--- src/rtl/core/assert_macros.svh ---
// assertion helpers for the rtl
`ifndef ASSERT_MACROS_SVH
`define ASSERT_MACROS_SVH

// consequent must hold in the same cycle as the antecedent
`define ASSERT_SAME_CYCLE(label, clk, rst, ante, cons) \
   label: assert property (@(posedge clk) disable iff (rst) (ante) |-> (cons)) \
      else $error("same-cycle check failed");

// consequent must hold in the cycle after the antecedent
`define ASSERT_NEXT_CYCLE(label, clk, rst, ante, cons) \
   label: assert property (@(posedge clk) disable iff (rst) (ante) |=> (cons)) \
      else $error("next-cycle check failed");

`endif

--- src/rtl/core/lcm_pkg.sv ---
`timescale 1ns / 1ps

package lcm_pkg;

   localparam int OPERAND_WIDTH = 32;
   localparam int RESULT_WIDTH  = 2 * OPERAND_WIDTH - 2;
   localparam int COUNT_WIDTH   = $clog2(OPERAND_WIDTH);
   localparam int PC_WIDTH      = 3;

   // datapath operations, one per microcode step
   typedef enum logic [2:0] {
      OP_LOAD,
      OP_CLEAR,
      OP_GCD_STEP,
      OP_DIV_INIT,
      OP_DIV_STEP,
      OP_MUL,
      OP_EMIT,
      OP_NOP
   } lcm_op_type;

   // jump conditions
   typedef enum logic [2:0] {
      COND_NEVER,
      COND_ALWAYS,
      COND_NO_REQ,
      COND_ANY_ZERO,
      COND_NOT_EQUAL,
      COND_DIV_MORE,
      COND_OUT_FREE
   } lcm_cond_type;

   typedef struct packed {
      lcm_op_type            op;
      lcm_cond_type          cond;
      logic [PC_WIDTH-1:0]   target;
   } lcm_uword_type;

   typedef struct packed {
      logic any_zero;
      logic not_equal;
      logic div_more;
   } lcm_flags_type;

   localparam logic [PC_WIDTH-1:0] STEP_IDLE     = 3'd0;
   localparam logic [PC_WIDTH-1:0] STEP_CHECK    = 3'd1;
   localparam logic [PC_WIDTH-1:0] STEP_GCD      = 3'd2;
   localparam logic [PC_WIDTH-1:0] STEP_DIV_INIT = 3'd3;
   localparam logic [PC_WIDTH-1:0] STEP_DIV      = 3'd4;
   localparam logic [PC_WIDTH-1:0] STEP_MUL      = 3'd5;
   localparam logic [PC_WIDTH-1:0] STEP_EMIT     = 3'd6;
   localparam logic [PC_WIDTH-1:0] STEP_RETRY    = 3'd7;

   // microcode store: jump to target when the condition holds, else step on
   function automatic lcm_uword_type lcm_rom(input logic [PC_WIDTH-1:0] pc);
      lcm_uword_type w;
      w = '{op: OP_NOP, cond: COND_ALWAYS, target: STEP_IDLE};
      unique case (pc)
         STEP_IDLE:     w = '{op: OP_LOAD,     cond: COND_NO_REQ,    target: STEP_IDLE};
         STEP_CHECK:    w = '{op: OP_CLEAR,    cond: COND_ANY_ZERO,  target: STEP_EMIT};
         STEP_GCD:      w = '{op: OP_GCD_STEP, cond: COND_NOT_EQUAL, target: STEP_GCD};
         STEP_DIV_INIT: w = '{op: OP_DIV_INIT, cond: COND_NEVER,     target: STEP_IDLE};
         STEP_DIV:      w = '{op: OP_DIV_STEP, cond: COND_DIV_MORE,  target: STEP_DIV};
         STEP_MUL:      w = '{op: OP_MUL,      cond: COND_NEVER,     target: STEP_IDLE};
         STEP_EMIT:     w = '{op: OP_EMIT,     cond: COND_OUT_FREE,  target: STEP_IDLE};
         STEP_RETRY:    w = '{op: OP_NOP,      cond: COND_ALWAYS,    target: STEP_EMIT};
         default:       w = '{op: OP_NOP,      cond: COND_ALWAYS,    target: STEP_IDLE};
      endcase
      return w;
   endfunction

endpackage

--- src/rtl/core/lcm_sequencer.sv ---
`timescale 1ns / 1ps

module lcm_sequencer (
   input  logic                  clock,
   input  logic                  reset,
   input  lcm_pkg::lcm_flags_type flags,
   input  logic                  req_valid,
   input  logic                  out_free,
   output lcm_pkg::lcm_op_type   op
);
   import lcm_pkg::*;

   logic [PC_WIDTH-1:0] pc_ff;
   logic [PC_WIDTH-1:0] pc_in;
   lcm_uword_type       uword;
   logic                take_jump;

   assign uword = lcm_rom(pc_ff);
   assign op    = uword.op;

   always_comb begin
      unique case (uword.cond)
         COND_NEVER:     take_jump = 1'b0;
         COND_ALWAYS:    take_jump = 1'b1;
         COND_NO_REQ:    take_jump = !req_valid;
         COND_ANY_ZERO:  take_jump = flags.any_zero;
         COND_NOT_EQUAL: take_jump = flags.not_equal;
         COND_DIV_MORE:  take_jump = flags.div_more;
         COND_OUT_FREE:  take_jump = out_free;
         default:        take_jump = 1'b1;
      endcase
   end

   always_comb begin
      if (take_jump) begin
         pc_in = uword.target;
      end else begin
         pc_in = pc_ff + PC_WIDTH'(1);
      end
   end

   always_ff @(posedge clock) begin
      if (reset) begin
         pc_ff <= STEP_IDLE;
      end else begin
         pc_ff <= pc_in;
      end
   end

endmodule

--- src/rtl/core/lcm_datapath.sv ---
`timescale 1ns / 1ps

module lcm_datapath (
   input  logic                                clock,
   input  lcm_pkg::lcm_op_type                 op,
   input  logic                                req_valid,
   input  logic [lcm_pkg::OPERAND_WIDTH-1:0]   operand_a,
   input  logic [lcm_pkg::OPERAND_WIDTH-1:0]   operand_b,
   output lcm_pkg::lcm_flags_type              flags,
   output logic [lcm_pkg::RESULT_WIDTH-1:0]    product
);
   import lcm_pkg::*;

   logic [OPERAND_WIDTH-1:0]   mag_a;
   logic [OPERAND_WIDTH-1:0]   mag_b;
   logic [OPERAND_WIDTH-1:0]   a_ff, a_in;
   logic [OPERAND_WIDTH-1:0]   b_ff, b_in;
   logic [OPERAND_WIDTH-1:0]   x_ff, x_in;
   logic [OPERAND_WIDTH-1:0]   y_ff, y_in;
   logic [COUNT_WIDTH-1:0]     k_ff, k_in;
   logic [OPERAND_WIDTH-1:0]   rem_ff, rem_in;
   logic [OPERAND_WIDTH-1:0]   quo_ff, quo_in;
   logic [COUNT_WIDTH-1:0]     cnt_ff, cnt_in;
   logic [RESULT_WIDTH-1:0]    prod_ff, prod_in;
   logic [OPERAND_WIDTH:0]     trial;
   logic [2*OPERAND_WIDTH-1:0] full_prod;

   // two's complement magnitude; the most negative value maps to 2^(w-1)
   assign mag_a = operand_a[OPERAND_WIDTH-1] ? (~operand_a + OPERAND_WIDTH'(1)) : operand_a;
   assign mag_b = operand_b[OPERAND_WIDTH-1] ? (~operand_b + OPERAND_WIDTH'(1)) : operand_b;

   assign trial     = {rem_ff, quo_ff[OPERAND_WIDTH-1]} - {1'b0, x_ff};
   assign full_prod = quo_ff * b_ff;

   assign flags.any_zero  = (a_ff == '0) || (b_ff == '0);
   assign flags.not_equal = (x_ff != y_ff);
   assign flags.div_more  = (cnt_ff != COUNT_WIDTH'(OPERAND_WIDTH - 1));
   assign product         = prod_ff;

   always_comb begin
      a_in    = a_ff;
      b_in    = b_ff;
      x_in    = x_ff;
      y_in    = y_ff;
      k_in    = k_ff;
      rem_in  = rem_ff;
      quo_in  = quo_ff;
      cnt_in  = cnt_ff;
      prod_in = prod_ff;
      unique case (op)
         OP_LOAD: begin
            if (req_valid) begin
               a_in = mag_a;
               b_in = mag_b;
               x_in = mag_a;
               y_in = mag_b;
               k_in = '0;
            end
         end
         OP_CLEAR: begin
            prod_in = '0;
         end
         OP_GCD_STEP: begin
            // binary gcd, common powers of two counted in k
            priority if (x_ff == y_ff) begin
               x_in = x_ff;
            end else if (!x_ff[0] && !y_ff[0]) begin
               x_in = x_ff >> 1;
               y_in = y_ff >> 1;
               k_in = k_ff + COUNT_WIDTH'(1);
            end else if (!x_ff[0]) begin
               x_in = x_ff >> 1;
            end else if (!y_ff[0]) begin
               y_in = y_ff >> 1;
            end else if (x_ff > y_ff) begin
               x_in = x_ff - y_ff;
            end else begin
               y_in = y_ff - x_ff;
            end
         end
         OP_DIV_INIT: begin
            // a / gcd equals (a >> k) / odd part of gcd
            quo_in = a_ff >> k_ff;
            rem_in = '0;
            cnt_in = '0;
         end
         OP_DIV_STEP: begin
            if (!trial[OPERAND_WIDTH]) begin
               rem_in = trial[OPERAND_WIDTH-1:0];
               quo_in = {quo_ff[OPERAND_WIDTH-2:0], 1'b1};
            end else begin
               rem_in = {rem_ff[OPERAND_WIDTH-2:0], quo_ff[OPERAND_WIDTH-1]};
               quo_in = {quo_ff[OPERAND_WIDTH-2:0], 1'b0};
            end
            cnt_in = cnt_ff + COUNT_WIDTH'(1);
         end
         OP_MUL: begin
            prod_in = full_prod[RESULT_WIDTH-1:0];
         end
         OP_EMIT, OP_NOP: begin
            prod_in = prod_ff;
         end
         default: begin
            prod_in = prod_ff;
         end
      endcase
   end

   always_ff @(posedge clock) begin
      a_ff    <= a_in;
      b_ff    <= b_in;
      x_ff    <= x_in;
      y_ff    <= y_in;
      k_ff    <= k_in;
      rem_ff  <= rem_in;
      quo_ff  <= quo_in;
      cnt_ff  <= cnt_in;
      prod_ff <= prod_in;
   end

endmodule

--- src/rtl/core/least_common_multiple.sv ---
`timescale 1ns / 1ps
// least common multiple of the magnitudes of two signed operands. each request beat
// carries operand_a and operand_b; one response beat returns lcm_value, 62 bits
// unsigned, which is 0 when either operand is zero. a small microcode program steps
// a plain datapath: binary gcd (one shift or subtract per cycle), then restoring
// division of a by the gcd, then one 32x32 multiply by b. item times differ with
// the number of gcd iterations, and an operand of zero skips straight to emitting
// a zero result. one item is worked on at a time, and a finished result waits in
// the output register so the next request beat can be taken while the response
// is still pending.

module least_common_multiple (
   input  logic                              clock,
   input  logic                              reset,
   input  logic                              req_valid,
   output logic                              req_ready,
   input  logic [lcm_pkg::OPERAND_WIDTH-1:0] req_operand_a,
   input  logic [lcm_pkg::OPERAND_WIDTH-1:0] req_operand_b,
   output logic                              rsp_valid,
   input  logic                              rsp_ready,
   output logic [lcm_pkg::RESULT_WIDTH-1:0]  rsp_lcm_value
);
   import lcm_pkg::*;

`include "assert_macros.svh"

   lcm_op_type              op;
   lcm_flags_type           flags;
   logic [RESULT_WIDTH-1:0] product;
   logic                    out_free;
   logic                    emit_fire;
   logic                    req_accept;
   logic                    rsp_valid_ff, rsp_valid_in;
   logic [RESULT_WIDTH-1:0] rsp_lcm_value_ff, rsp_lcm_value_in;

   // output slot is free when empty or being drained this cycle
   assign out_free   = !rsp_valid_ff || rsp_ready;
   assign emit_fire  = (op == OP_EMIT) && out_free;
   // requests are only taken on the idle step of the program, never in reset
   assign req_ready  = (op == OP_LOAD) && !reset;
   assign req_accept = req_valid && req_ready;

   lcm_sequencer u_seq (
      .clock     (clock),
      .reset     (reset),
      .flags     (flags),
      .req_valid (req_valid),
      .out_free  (out_free),
      .op        (op)
   );

   lcm_datapath u_dp (
      .clock     (clock),
      .op        (op),
      .req_valid (req_valid),
      .operand_a (req_operand_a),
      .operand_b (req_operand_b),
      .flags     (flags),
      .product   (product)
   );

   // response holding register
   always_comb begin
      rsp_valid_in     = rsp_valid_ff;
      rsp_lcm_value_in = rsp_lcm_value_ff;
      if (emit_fire) begin
         rsp_valid_in     = 1'b1;
         rsp_lcm_value_in = product;
      end else if (rsp_ready) begin
         rsp_valid_in = 1'b0;
      end
   end

   always_ff @(posedge clock) begin
      if (reset) begin
         rsp_valid_ff <= 1'b0;
      end else begin
         rsp_valid_ff <= rsp_valid_in;
      end
   end

   always_ff @(posedge clock) begin
      rsp_lcm_value_ff <= rsp_lcm_value_in;
   end

   assign rsp_valid     = rsp_valid_ff;
   assign rsp_lcm_value = rsp_lcm_value_ff;

   // after a request beat the program leaves the idle step
   `ASSERT_NEXT_CYCLE(a_accept_leaves_idle, clock, reset, req_accept, !req_ready)
   // an emitted result always shows up as a pending response
   `ASSERT_NEXT_CYCLE(a_emit_shows_valid, clock, reset, emit_fire, rsp_valid)
   // the multiply step is never reached with a zero operand
   `ASSERT_SAME_CYCLE(a_mul_nonzero, clock, reset, (op == OP_MUL), !flags.any_zero)

endmodule

--- config.mk ---
export PLATFORM = sky130hd
export DESIGN_NAME = least_common_multiple
export DESIGN_NICKNAME = d
export VERILOG_FILES = /design/src/rtl/core/lcm_pkg.sv /design/src/rtl/core/lcm_sequencer.sv /design/src/rtl/core/lcm_datapath.sv /design/src/rtl/core/least_common_multiple.sv
export VERILOG_INCLUDE_DIRS = /design/src /design/src/rtl/core
export SDC_FILE = /design/constraint.sdc
export NUM_CORES = 2
export LEC_CHECK = 0
export BUFFER_PORTS_ARGS = -buffer_cell sky130_fd_sc_hd__buf_2
export CAP_MARGIN = 30
export CORE_MARGIN = 1
export CORE_UTILIZATION = 66
export DETAILED_ROUTE_END_ITERATION = 16
export PLACE_DENSITY = 0.84
export SLEW_MARGIN = 40
export SYNTH_ARGS = -nofsm -noshare
export SYNTH_HDL_FRONTEND = slang
export SYNTH_SLANG_ARGS = --single-unit
--- constraint.sdc ---
create_clock -name clock -period 11.3 [get_ports clock]
set_input_delay 2.26 -clock clock [delete_from_list [all_inputs] [get_ports clock]]
set_output_delay 2.26 -clock clock [all_outputs]
set_load 0.005 [all_outputs]
==> results.txt <==
post-synthesis adder-cell area fraction: 41.7%
post-synthesis compound-gate area fraction: 8.68%
WHS: 0.417 ns
Final Cycle Share: 78.9%
syn nets: 6961
Total Neg Setup Slack: 0 ns
crit path buf inv count: 3
H-tree depth: 2
CP most frequent cell: fa_1
total gr overflow: 0
crit path DAT: 9.26 ns
Worst Hold Class: reg -> reg
post-route cell area: 56800 um^2
Top FF cell, synth: edfxtp_1
first-pass iteration count of the detailed router: 9
P&R area growth vs syn: 5.89%
Max Root-Sink Buffers: 3
CTS Hold Buffers Added: 0
crit path max-delay cell type: edfxtp_1
setup violators final: 0
Die Height: 287 um
DR iter-0 viols: 4007
Worst slew margin: 40.2%
initial core utilization: 66.6%
main combinational cell family by area after synthesis: adder cells
fillcell total: 5896
final hold vios: 0
CP Max Fanout: 23
total CTS buffers: 40
Final min period: 8.91 ns
Least-Margin Pin Slew: 0.897 ns
GR Util All Layers: 36.6%
io pins: 132
Synth Register Bits: 337
Max-Cap Viols: 0
Final WS setup: 2.39 ns
ordered list of cells on the worst path: buf_4 > and2_1 > fa_1 > fa_1 > fa_1 > inv_1 > fa_1 > inv_1 > fa_1 > fa_1 > fa_1 > fa_1 > ha_1 > a21oi_1 > o21ai_0 > or3_1 > o2111ai_1 > a31o_2 > o21ai_0 > a311oi_1 > xor2_1 > nor2_1
reg2reg setup slack: 2.39 ns
I/O Buffers: 131
Core ar.: 80500 um^2
DPL Wire Length: 115000 um
first-pass GRT wire length: 233000 um
hold_sp: u_dp.product[48]
CP peak stage delay: 0.72 ns
Crit. Startpoint: u_dp.quo_ff[16]
Critical Path Start Type: flip-flop
RR Startpoint: u_dp.quo_ff[16]
largest net degree at the start of global routing: 74
skew final: 0.0207 ns
Via density: 6.16
Synth Area in Simple Gates: 16.4%
vias in the first global route: 43000
RSZ-0062 raised after global routing: false
sequential fraction of the synthesis area: 18.7%
chip width: 287 um
crit-path leading delay family: adder cells
DP Area: 55300 um^2
post-synthesis mux area share: 2.18%
initial antenna violation count: 2
asr flop ratio synth: 0%
Avg Cell Area, Syn: 9.51 um^2
post-CTS setup buffers: 0
Num Clock Sinks: 337
Ys Warns: 0
die area: 82500 um^2
synthesized cell area: 53700 um^2
DRC Markers: 0
critical setup path kind: reg -> reg
critical path endpoint category: flip-flop
Reg clk slew, reported paths: 0.06 ns
WL final: 147000 um
via count: 41200
Antenna Violating Nets Remaining: 0
DP Worst Slack: 2.56 ns
Worst-Skew Late Latency: 0.61 ns
GPL Wtd Cong: 0.989
Synth Instances: 5641
post-CTS sizing: 0
Routed WL per cell: 22.0 um
Clock Root Buffer: clkbuf_16
Synth Area in XOR/XNOR: 3.38%
worst path required time: 11.65 ns
fraction of layout cells with a size suffix above 1: 6.45%
outcome: completed
Final nets: 6914
CTS tree: done
EDFF count, synth: 326
Slew Limit Fails: 0
fmax: 0.112 GHz
post-synth cell types: 75
row cnt: 104
worst paths after layout:
kind                        to  cells after the start
max           u_dp.product[60]                     22
min          rsp_lcm_value[48]                      0
max reg2reg   u_dp.product[60]                     22
min reg2reg  rsp_lcm_value[48]                      0
layout by cell type, fill, tap and decap left out, types with 28 or more instances in the layout:
cell type	Yosys	layout
mux2i_1	57	57
and3_1	30	30
nor2_1	294	293
clkbuf_16	0	40
inv_1	964	964
edfxtp_1	326	326
nand4_1	28	28
o21ai_0	125	123
ha_1	354	354
nor4_1	29	29
buf_4	0	79
a221oi_1	48	48
nand3_1	59	59
and2_1	619	618
xor2_1	61	61
fa_1	898	898
nand2_1	587	585
buf_2	2	131
xnor2_1	146	144
a21o_1	93	93
a21oi_1	195	195
area by class of cell:
type	count	area, um^2	share of cell area [%]
well taps	1060	1330	2.33
flip-flops and latches	337	10000	17.6
diodes	1	2.50	0.00440
clock buffers	43	1010	1.78
inverters	966	3630	6.38
repair buffers	230	1500	2.64
multi-input cells	4019	38900	68.5
clock inverters	31	447	0.786
registers in the layout, indices dropped and copies added, names as in the netlist:
register	flops
rsp_valid	1
u_dp.quo_ff	32
u_seq.uword	7
u_dp.x_ff	32
u_dp.cnt_ff	5
u_dp.y_ff	32
u_dp.rem_ff	32
u_dp.k_ff	5
u_dp.product	62
u_dp.b_ff	32
rsp_lcm_value	62
u_seq.pc_ff	3
u_dp.a_ff	32
cell usage after synthesis, types with 7 or more instances:
cell	instances	area (um^2)
fa_1	898	18000
nand2b_1	20	125
inv_1	964	3620
dfxtp_1	11	220
or4_1	9	67.6
a31oi_1	27	169
mux2_2	11	124
or3_1	11	68.8
nor3_1	26	130
o21ai_0	125	626
a22o_1	10	87.6
a21boi_0	8	60.1
a21o_1	93	698
a221oi_1	48	420
xor2_1	61	534
and2_1	619	3870
o31ai_1	22	165
buf_1	13	48.8
nor2_1	294	1100
ha_1	354	4430
and3_1	30	188
a21oi_1	195	976
o21bai_1	22	165
o22ai_1	13	81.3
xnor2_1	146	1280
clkbuf_1	304	1140
edfxtp_1	326	9790
nand3_1	59	295
o41ai_1	15	131
nand4_1	28	175
a211oi_1	28	210
o211ai_1	16	120
nand2_1	587	2200
nor2b_1	20	125
mux2i_1	57	571
o21a_1	23	173
or2_2	7	43.8
nor4_1	29	181
o31a_1	7	61.3
mux4_2	21	473
cell families after synthesis:
kind of cell | after synthesis
fa+ha+maj | 1252
mux | 89
xor+xnor | 207
compound gates | 708
flops | 337
simple gates | 1763
buf+inv | 1285
worst register-to-register path: stages, from the launching register on:
cell and delay, ns:
edfxtp_1 0.72, buf_4 0.42, and2_1 0.21, fa_1 0.43
fa_1 0.49, fa_1 0.51, inv_1 0.05, fa_1 0.49
inv_1 0.06, fa_1 0.48, fa_1 0.56, fa_1 0.43
fa_1 0.46, ha_1 0.41, a21oi_1 0.29, o21ai_0 0.29
or3_1 0.54, o2111ai_1 0.69, a31o_2 0.33, o21ai_0 0.19
a311oi_1 0.36, xor2_1 0.20, nor2_1 0.05
layer usage:
| layer | global-route usage (%) | wire, um | vias to the layer above |
|---|---|---|---|
| li1 | - | - | 17800 |
| met1 | 46.8 | 54400 | 20500 |
| met2 | 58.5 | 68500 | 2378 |
| met3 | 7.78 | 15500 | 542 |
| met4 | 19.5 | 8750 | 2 |
| met5 | 0 | 9 | - |
through the flow:
step / cells / utilization [%]
after floorplan: 5641 / -
after detailed placement: 6609 / 68.7
after CTS: 6683 / 70.5
after global routing: 6686 / 70.6
after global placement: 6593 / 68.4
final: 6687 / 70.6
Power is left out: the tool's default activity adds up to more than one toggle a clock period on the data nets, which glitch-free logic cannot reach.
